## src/hdl/drc_pkg.sv

```systemverilog
// drc_pkg: shared types and constants for the directory record checker.
// Holds the record layout, result bundle, status codes and register indexes.
// No dependencies.
`timescale 1ns / 1ps

package drc_pkg;

	localparam int RECORD_LEN    = 26;
	localparam int LAST_POS      = RECORD_LEN - 1;
	localparam int POS_W         = $clog2(RECORD_LEN);
	localparam int ALIGN_BYTES   = 16384;
	localparam int ALIGN_LOG2    = $clog2(ALIGN_BYTES);
	localparam int REC_COUNT_W   = 20;
	localparam logic [7:0] MAX_PRECISION = 8'd3;

	typedef enum logic {
		REG_DIRECTORY_START = 1'b0,
		REG_RECORD_COUNT    = 1'b1
	} cfg_reg_t;

	typedef enum logic [2:0] {
		ST_OK            = 3'd0,
		ST_BAD_PRECISION = 3'd1,
		ST_ZERO_LENGTH   = 3'd2,
		ST_MISALIGNED    = 3'd3,
		ST_OUT_OF_BOUNDS = 3'd4,
		ST_OVERFLOW      = 3'd5,
		ST_SKIPPED       = 3'd6
	} status_t;

	// little-endian record, byte 0 in the low bits
	typedef struct packed {
		logic [31:0] payload_crc;
		logic [31:0] payload_length;
		logic [63:0] payload_offset;
		logic [31:0] heat_pattern;
		logic [7:0]  flag_bits;
		logic [7:0]  precision_code;
		logic [15:0] expert_id;
		logic [15:0] layer_id;
	} record_t;

	typedef struct packed {
		record_t     rec;
		status_t     status;
		logic [31:0] largest_length;
		logic [63:0] length_total;
		logic        last_record;
	} result_t;

endpackage

```

## src/hdl/drc_assemble.sv

```systemverilog
// drc_assemble: collects directory bytes into one 26-byte record.
// Presents a complete record in the _s1 register. Depends on drc_pkg.
`timescale 1ns / 1ps

module drc_assemble (
	input  logic             clk,
	input  logic             arst_n,
	input  logic             data_valid,
	output logic             data_stall,
	input  logic [7:0]       data_byte,
	input  logic             advance,
	output logic             valid_s1,
	output drc_pkg::record_t record_s1
);

	logic [drc_pkg::POS_W-1:0]          pos_q;
	logic [drc_pkg::LAST_POS*8-1:0]     shift_q;
	logic                               rec_end;
	logic                               accept;

	assign data_stall = valid_s1 & ~advance;
	assign accept     = data_valid & ~data_stall;
	assign rec_end    = (pos_q == drc_pkg::POS_W'(drc_pkg::LAST_POS));

	always_ff @(posedge clk or negedge arst_n) begin
		if (!arst_n) begin
			pos_q    <= '0;
			valid_s1 <= 1'b0;
		end else begin
			if (accept) begin
				if (rec_end) begin
					pos_q <= '0;
				end else begin
					pos_q <= pos_q + 1'b1;
				end
			end
			if (accept && rec_end) begin
				valid_s1 <= 1'b1;
			end else if (advance) begin
				valid_s1 <= 1'b0;
			end
		end
	end

	always_ff @(posedge clk) begin
		if (accept && !rec_end) begin
			shift_q <= {data_byte, shift_q[drc_pkg::LAST_POS*8-1:8]};
		end
		if (accept && rec_end) begin
			record_s1 <= drc_pkg::record_t'({data_byte, shift_q});
		end
	end

endmodule

```

## src/hdl/drc_check.sv

```systemverilog
// drc_check: record checks, running length statistics and result register.
// Takes the assembled record from drc_assemble. Depends on drc_pkg.
`timescale 1ns / 1ps

module drc_check (
	input  logic                            clk,
	input  logic                            arst_n,
	input  logic                            valid_s1,
	input  drc_pkg::record_t                record_s1,
	input  logic                            result_stall,
	input  logic [63:0]                     directory_start,
	input  logic [drc_pkg::REC_COUNT_W-1:0] record_count,
	output logic                            advance,
	output logic                            result_valid,
	output drc_pkg::result_t                result_q
);

	logic [drc_pkg::REC_COUNT_W-1:0] seen_q;
	logic [31:0]                     max_q;
	logic [63:0]                     sum_q;
	logic                            err_q;

	drc_pkg::status_t                status;
	logic [63:0]                     room;
	logic [64:0]                     sum_ext;
	logic [31:0]                     max_next;
	logic [63:0]                     sum_next;
	logic                            last;
	logic [drc_pkg::REC_COUNT_W:0]   seen_inc;

	assign advance = valid_s1 & (~result_valid | ~result_stall);

	always_comb begin
		room     = directory_start - record_s1.payload_offset;
		sum_ext  = {1'b0, sum_q} + {33'b0, record_s1.payload_length};
		seen_inc = {1'b0, seen_q} + 1'b1;
		last     = (seen_inc >= {1'b0, record_count});

		if (err_q) begin
			status = drc_pkg::ST_SKIPPED;
		end else if (record_s1.precision_code > drc_pkg::MAX_PRECISION) begin
			status = drc_pkg::ST_BAD_PRECISION;
		end else if (record_s1.payload_length == '0) begin
			status = drc_pkg::ST_ZERO_LENGTH;
		end else if (record_s1.payload_offset[drc_pkg::ALIGN_LOG2-1:0] != '0
				|| record_s1.payload_offset == '0) begin
			status = drc_pkg::ST_MISALIGNED;
		end else if (record_s1.payload_offset > directory_start
				|| {32'b0, record_s1.payload_length} > room) begin
			status = drc_pkg::ST_OUT_OF_BOUNDS;
		end else if (sum_ext[64]) begin
			status = drc_pkg::ST_OVERFLOW;
		end else begin
			status = drc_pkg::ST_OK;
		end

		max_next = max_q;
		sum_next = sum_q;
		if (status == drc_pkg::ST_OK) begin
			sum_next = sum_ext[63:0];
			if (record_s1.payload_length > max_q) begin
				max_next = record_s1.payload_length;
			end
		end
	end

	always_ff @(posedge clk or negedge arst_n) begin
		if (!arst_n) begin
			seen_q       <= '0;
			max_q        <= '0;
			sum_q        <= '0;
			err_q        <= 1'b0;
			result_valid <= 1'b0;
		end else begin
			if (advance) begin
				result_valid <= 1'b1;
				if (last) begin
					seen_q <= '0;
					max_q  <= '0;
					sum_q  <= '0;
					err_q  <= 1'b0;
				end else begin
					seen_q <= seen_inc[drc_pkg::REC_COUNT_W-1:0];
					max_q  <= max_next;
					sum_q  <= sum_next;
					if (status != drc_pkg::ST_OK && status != drc_pkg::ST_SKIPPED) begin
						err_q <= 1'b1;
					end
				end
			end else if (!result_stall) begin
				result_valid <= 1'b0;
			end
		end
	end

	always_ff @(posedge clk) begin
		if (advance) begin
			result_q.rec            <= record_s1;
			result_q.status         <= status;
			result_q.largest_length <= max_next;
			result_q.length_total   <= sum_next;
			result_q.last_record    <= last;
		end
	end

endmodule

```

## src/hdl/directory_record_checker_top.sv

```systemverilog
// A record goes through the single record stage (_s1), then the result register.
// Throughput: one byte per cycle while data_stall is low, one result per 26 bytes; a
// result waiting in the output register holds only the record behind it.
// Reset (arst_n, async, active low): byte position, record and error state, running
// statistics and valid flags clear; directory_start = 16384, record_count = 1.
// Depends on drc_pkg, drc_assemble, drc_check.
`timescale 1ns / 1ps

module directory_record_checker_top (
	input  logic        clk,
	input  logic        arst_n,
	input  logic        cfg_valid,
	output logic        cfg_ready,
	input  logic        cfg_index,
	input  logic [63:0] cfg_data,
	input  logic        data_valid,
	output logic        data_stall,
	input  logic [7:0]  data_byte,
	output logic        result_valid,
	input  logic        result_stall,
	output logic [15:0] layer_id,
	output logic [15:0] expert_id,
	output logic [7:0]  precision_code,
	output logic [7:0]  flag_bits,
	output logic [31:0] heat_pattern,
	output logic [63:0] payload_offset,
	output logic [31:0] payload_length,
	output logic [31:0] payload_crc,
	output logic [2:0]  status,
	output logic [31:0] largest_length,
	output logic [63:0] length_total,
	output logic        last_record
);

	logic [63:0]                     dir_start_q;
	logic [drc_pkg::REC_COUNT_W-1:0] rec_count_q;
	logic                            advance;
	logic                            valid_s1;
	drc_pkg::record_t                record_s1;
	drc_pkg::result_t                result_q;

	assign cfg_ready = 1'b1;

	always_ff @(posedge clk or negedge arst_n) begin
		if (!arst_n) begin
			dir_start_q <= 64'd16384;
			rec_count_q <= drc_pkg::REC_COUNT_W'(1);
		end else if (cfg_valid && cfg_ready) begin
			unique case (drc_pkg::cfg_reg_t'(cfg_index))
				drc_pkg::REG_DIRECTORY_START: begin
					dir_start_q <= cfg_data;
				end
				drc_pkg::REG_RECORD_COUNT: begin
					rec_count_q <= cfg_data[drc_pkg::REC_COUNT_W-1:0];
				end
				default: begin
				end
			endcase
		end
	end

	drc_assemble u_assemble (
		.clk        (clk),
		.arst_n     (arst_n),
		.data_valid (data_valid),
		.data_stall (data_stall),
		.data_byte  (data_byte),
		.advance    (advance),
		.valid_s1   (valid_s1),
		.record_s1  (record_s1)
	);

	drc_check u_check (
		.clk             (clk),
		.arst_n          (arst_n),
		.valid_s1        (valid_s1),
		.record_s1       (record_s1),
		.result_stall    (result_stall),
		.directory_start (dir_start_q),
		.record_count    (rec_count_q),
		.advance         (advance),
		.result_valid    (result_valid),
		.result_q        (result_q)
	);

	assign layer_id       = result_q.rec.layer_id;
	assign expert_id      = result_q.rec.expert_id;
	assign precision_code = result_q.rec.precision_code;
	assign flag_bits      = result_q.rec.flag_bits;
	assign heat_pattern   = result_q.rec.heat_pattern;
	assign payload_offset = result_q.rec.payload_offset;
	assign payload_length = result_q.rec.payload_length;
	assign payload_crc    = result_q.rec.payload_crc;
	assign status         = result_q.status;
	assign largest_length = result_q.largest_length;
	assign length_total   = result_q.length_total;
	assign last_record    = result_q.last_record;

endmodule

```

## config.mk

```make
export PLATFORM = sky130hd
export DESIGN_NAME = directory_record_checker_top
export DESIGN_NICKNAME = d
export VERILOG_FILES = /design/src/hdl/drc_pkg.sv /design/src/hdl/drc_assemble.sv /design/src/hdl/drc_check.sv /design/src/hdl/directory_record_checker_top.sv
export SDC_FILE = /design/constraint.sdc
export NUM_CORES = 1
export LEC_CHECK = 0
export ABC_AREA = 1
export BUFFER_PORTS_ARGS = -buffer_cell sky130_fd_sc_hd__buf_4
export CORE_ASPECT_RATIO = 1.1
export CORE_MARGIN = 1
export CORE_UTILIZATION = 45
export CTS_BUF_LIST = sky130_fd_sc_hd__clkbuf_16
export DETAILED_ROUTE_END_ITERATION = 10
export PLACE_DENSITY_LB_ADDON = 0.1
export SLEW_MARGIN = 0
export SYNTH_ARGS = -nofsm -noshare
export SYNTH_HDL_FRONTEND = slang
export SYNTH_HIERARCHICAL = 1
export SYNTH_SLANG_ARGS = --single-unit
```

## constraint.sdc

```tcl
create_clock -name clk -period 23.9 [get_ports clk]
set_input_delay 4.78 -clock clk [delete_from_list [all_inputs] [get_ports clk]]
set_output_delay 4.78 -clock clk [all_outputs]
set_load 0.01 [all_outputs]
```

# [Word-level counts from Yosys, hierarchy flattened]
# Cells that the tools add are included.
[totals] regBits=924 input_bits=78 output_inout_bits=311 wordCells=86
[op_classes] addsub=4 order_cmp=5 eq_ne=3 n_mux=19 bitwise=9 n_reduce_logical=16
[ops] op="2-to-1 mux 64 bit" count=2
[ops] op="2-to-1 mux 32 bit" count=3
[ops] op="adder 64 x 32 -> 65 bit" count=1
[ops] op="> comparator 32 x 64 -> 1 bit" count=1
[ops] op="> comparator 64 bit" count=1
[ops] op="zero test 64 bit" count=1
[ops] op="subtractor 64 bit" count=1
[ops] op="> comparator 32 bit" count=1
[ops] op="zero test 32 bit" count=1
[ops] op="adder 20 x 1 -> 21 bit, second input constant" count=1
[ops] op=">= comparator 21 x 20 -> 1 bit" count=1
[ops] op="2-to-1 mux 20 bit" count=1
[ops] op="2-to-1 mux 3 bit" count=6
[ops] op="nonzero test 14 bit" count=1
[ops] op="> comparator 8 x 2 -> 1 bit, second input constant" count=1
[ops] op="2-to-1 mux 1 bit" count=6
[ops] op="AND reduction 2 bit" count=3
[ops] op="adder 5 x 1 -> 5 bit, second input constant" count=1
[ops] op="equality test 5 bit, second input constant" count=1
[ops] op="2-to-1 mux 5 bit" count=1
[ops] op="inverter 1 bit" count=5
[ops] op="nonzero test 2 bit" count=2
[ops] op="bitwise AND 1 bit" count=3
[ops] op="logical AND 1 bit" count=3
[ops] op="other kinds (7)" count=8

# [Logic depth before layout (Yosys ltp)]
[depth] ltp_word=12 mapped_depth=39 ltp_nobuf=37

# [Cells and area by module]
# Netlist, hierarchy kept.
[modules_own_cells] mod="drc_check" instances=1 cells_each=3367 area_per_inst_um2=26484.2 seq_area_each_um2=12201.7
[modules_own_cells] mod="drc_assemble" instances=1 cells_each=453 area_per_inst_um2=12595.8 seq_area_each_um2=12401.9
[modules_own_cells] mod="directory_record_checker_top" instances=1 cells_each=368 area_per_inst_um2=3331.9 seq_area_each_um2=2104.5

# [Least setup slack after synthesis]
# Ideal clock, no wire load.
[synth_timing] path_kind="input to register" from="input result_stall" to="register u_assemble/record_s1[0] (netlist name)" setup_time_ps=558 t_arrival_ps=19448 required_time_ps=23342 setup_slack_ps=3893 cell_stages=8 path_buffers=1 path_cell_list="nand2_1 > nand2_1 > inv_1 > clkbuf_1 > inv_1 > a21oi_4 > nand2_1 > inv_1"
[synth_via] elab_chain_cells=8
[synth_lines] element="from (decl)" line_no="directory_record_checker_top.sv:20" rtl="input logic result_stall,"
[synth_lines] element="inverter 1 bit" line_no="drc_check.sv:31" rtl="assign advance = valid_s1 & (~result_valid | ~result_stall);"
[synth_lines] element="bitwise OR 1 bit" line_no="drc_check.sv:31"
[synth_lines] element="bitwise AND 1 bit" line_no="drc_check.sv:31"
[synth_lines] element="named net advance" line_no="directory_record_checker_top.sv:37" rtl="logic advance;"
[synth_lines] element="inverter 1 bit" line_no="drc_assemble.sv:21" rtl="assign data_stall = valid_s1 & ~advance;"
[synth_lines] element="bitwise AND 1 bit" line_no="drc_assemble.sv:21"
[synth_lines] element="inverter 1 bit" line_no="drc_assemble.sv:22" rtl="assign accept = data_valid & ~data_stall;"
[synth_lines] element="bitwise AND 1 bit" line_no="drc_assemble.sv:22"
[synth_lines] element="logical AND 1 bit" line_no="drc_assemble.sv:49" rtl="if (accept && rec_end) begin"
# The timed path passes the listed nets, and every way through them passes these cells.
# A chain may end at the register's enable or synchronous reset.

# [Worst setup path in the final report]
[layout_timing] from="input result_stall" to="output data_stall"
[layout_via] elab_chain_cells=5
[layout_lines] element="inverter 1 bit" line_no="drc_check.sv:31"
[layout_lines] element="bitwise OR 1 bit" line_no="drc_check.sv:31"
[layout_lines] element="bitwise AND 1 bit" line_no="drc_check.sv:31"
[layout_lines] element="named net advance" line_no="directory_record_checker_top.sv:37"
[layout_lines] element="inverter 1 bit" line_no="drc_assemble.sv:21"
[layout_lines] element="bitwise AND 1 bit" line_no="drc_assemble.sv:21"
[layout_lines] element="to (decl)" line_no="directory_record_checker_top.sv:17" rtl="output logic data_stall,"
# The timed path passes the listed nets, and every way through them passes these cells.

==> results.cfg <==
[timing]
final_min_period_over_clock_period = 0.4687
worst_slew_pin_slew_ps = 1477
finalClockSkew_ps = 56.07
slew_violations = 0
max-slew-margin-rel = 0.01539
hold_viol = 0
report.final.setup_viol = 0
rsz0062_at_grt = false
timing.hold.ws_ps = 399.3
finalCriticalPeriod_ps = 11200
final.setup.tns_ps = 0
max_freq_ghz = 0.08928

[route]
drt_iter0_drc = 2376
avgRoutedWirePerCell_um = 19.87
drcViolationCount = 0
dr.pass1.iters = 6
via_count = 29625
via_per_inst = 4.987
ant_nets = 0
wirelength_mm = 118.1

[logic_synthesis]
synth-simple-area-share = 0.1975
synth_common_cells = nand2_1, edfxtp_1, inv_1
yosysSeqAreaShare = 0.6297
yosysTopAreaCell = edfxtp_1
ys.flop_type = edfxtp_1
synth_mux_area_frac = 0
syn_nets = 4451
async_flop_share = 0.2251
syn_area_um2 = 42410
ys_types = 55
synth.top_cell.area_share = 0.5069
synth_area_leaders = edfxtp_1, nand2_1, dfrtp_1
synth_compound_area_frac = 0.03879
synth_top_family_by_area = simple AND/OR/NAND/NOR gates
post-synth-top-count-cell = nand2_1
synth_edf_count = 716
synth_fa_ha_area_frac = 0.05493
syn_avg_cell_area_um2 = 10.13
yosys_warnings = 6
yosys.area_share.xor_xnor = 0.01569
ys_ff_latch = 924
netlist_instances = 4188

[clocking]
root_buffer = clkbuf_16
tritoncts = done
cts_resized = 0
clk_pin_slew_ps = 60
clockBufferDepth = 3
insertion_delay_ps = 690
numCtsBuffers = 93
post_cts_buffers = 0
cts_hold_buffers = 0
numClockSinks = 924
htreeDepth = 3

[floorplan]
die-area_um2 = 95480
rows = 117
start_util = 0.4562
io_pins = 389
design.core.area_um2 = 92960
die_h_um = 324.0
dieWidth_um = 294.7

[placement]
postPlaceCellArea_um2 = 46690
io_buffers = 387
hpwlAfterDp_mm = 87.13
gp_congestion = 0.9459

[final_layout]
multi_input_area_um2 = 13060
n_antenna_cell = 0
finish.utilization = 0.5340
ff_latch_area_um2 = 26710
final_nets = 4878
final_area_um2 = 49640
drive_gt1_frac = 0.1187
fill_cells = 8403
areaGrowthSynthToFinish_pct = 17.04

[power]
powerDensity_nw_per_um2 = 92.92
leakagePower_nw = 22.25
ir_drop_mv = 0.07527
power.total_mw = 4.613

[global_route]
globalRouteTotalUtil = 0.2467
first_global_vias = 28185
antenna_found_initial = 4
grt_max_degree = 183
gr-total-overflow = 0
grt_pass1_wl_mm = 172.5

[run]
max_cap_violations = 0

[worst_hold_path]
hold_end = u_check/result_q[159]
hold_path.class = register to register
holdPathStages = 0
hold_start = u_assemble/record_s1[59]

[critical_path]
cp-end-kind = output pin
r2r-start = u_assemble/record_s1[82]
rr_worst_depth = 37
reg2reg_to = u_check/result_q[70]
crit_path_start_kind = primary input
path_max_fanout = 71
cp_data_required_time_ps = 19120
worstSetupPathType = primary input to output pin
cp.arrival_ps = 6420
reg2reg_setup_slack_ps = 16820

[run_status]
status = complete, no violations
[through the flow]
stage                     setup slack (ps)  cells
final                                12700   5941
after global placement               12660   5769
after CTS                            12640   5941
after floorplan                       3893   4188
after global routing                 12560   5941
after detailed placement             12640   5769
[power breakdown]
group,internal [mW],switching (mW)
Clock,0.760,0.637
Sequential,2.13,0.143
Combinational,0.305,0.641
Total,3.19,1.42
[kinds of logic (layout without fill, tap and decap cells)]
kind of cell	count (synthesis)	count (layout)
other cells	1	1
buf+inv	680	1184
xor+xnor	76	76
compound gates	293	293
flops	924	924
simple gates	2029	2029
fa+ha+maj	185	185
[placed cells by master, fill, tap and decap left out, types with 5 or more instances in the layout]
master	n
o21ai_0	84
clkinvlp_4	7
and2_1	13
nand3_1	247
nand3b_1	21
a21oi_1	130
buf_4	404
o21ai_1	7
dfrtp_1	206
nor2_1	190
nand4_1	63
o21bai_1	11
nor3_1	45
nor4_1	33
o22ai_1	11
clkbuf_16	93
edfxtp_1	716
xnor2_1	44
clkinv_1	21
ha_1	183
xor2_1	32
clkinv_2	13
a31oi_1	18
nand2_1	1399
inv_1	626
nor2_2	5
clkinv_16	6
[sequential cells by signal (all words and copies together), names as in the netlist]
signal                flops
dir_start_q              64
rec_count_q              20
u_assemble/pos_q          5
u_assemble/record_s1    208
u_assemble/shift_q      200
u_assemble/valid_s1       1
u_check/err_q             1
u_check/max_q            32
u_check/result_q        308
u_check/result_valid      1
u_check/seen_q           20
u_check/sum_q            64
[worst max-delay path by stage]
stage                              end  cells past startpoint  slack (ps)    startpoint
2_1_floorplan  u_assemble/record_s1[0]                      8        3890  result_stall
3_3_place_gp                data_stall                      8       12660  result_stall
3_5_place_dp                data_stall                      8       12640  result_stall
4_1_cts                     data_stall                      8       12640  result_stall
5_1_grt                     data_stall                      8       12560  result_stall
6_report                    data_stall                      8       12700  result_stall
[per-layer routing]
metal | part of all wire | global-route usage | vias to the layer above
met4 | 0.045 | 0.1106 | 0
met3 | 0.052 | 0.03899 | 201
met2 | 0.49 | 0.4233 | 797
met5 | 0 | 0 | -
met1 | 0.41 | 0.3067 | 13895
li1 | - | - | 14732
[worst max-delay path, cell delays in order]
cell and delay (ps):
buf_4 110, nand2_1 120, nand2_4 340, inv_8 540, inv_1 180, nand2_1 120
inv_1 50, buf_4 130
[area by class of cell]
class,count,share of cell area
clock inverter,79,0.01253
inverter,606,0.04628
multi-input combinational,2584,0.2630
clock buffer,93,0.04688
tap,1249,0.03148
sequential,924,0.5380
timing repair buffer,406,0.06178
No activity file was read; power rests on OpenSTA's default activity.
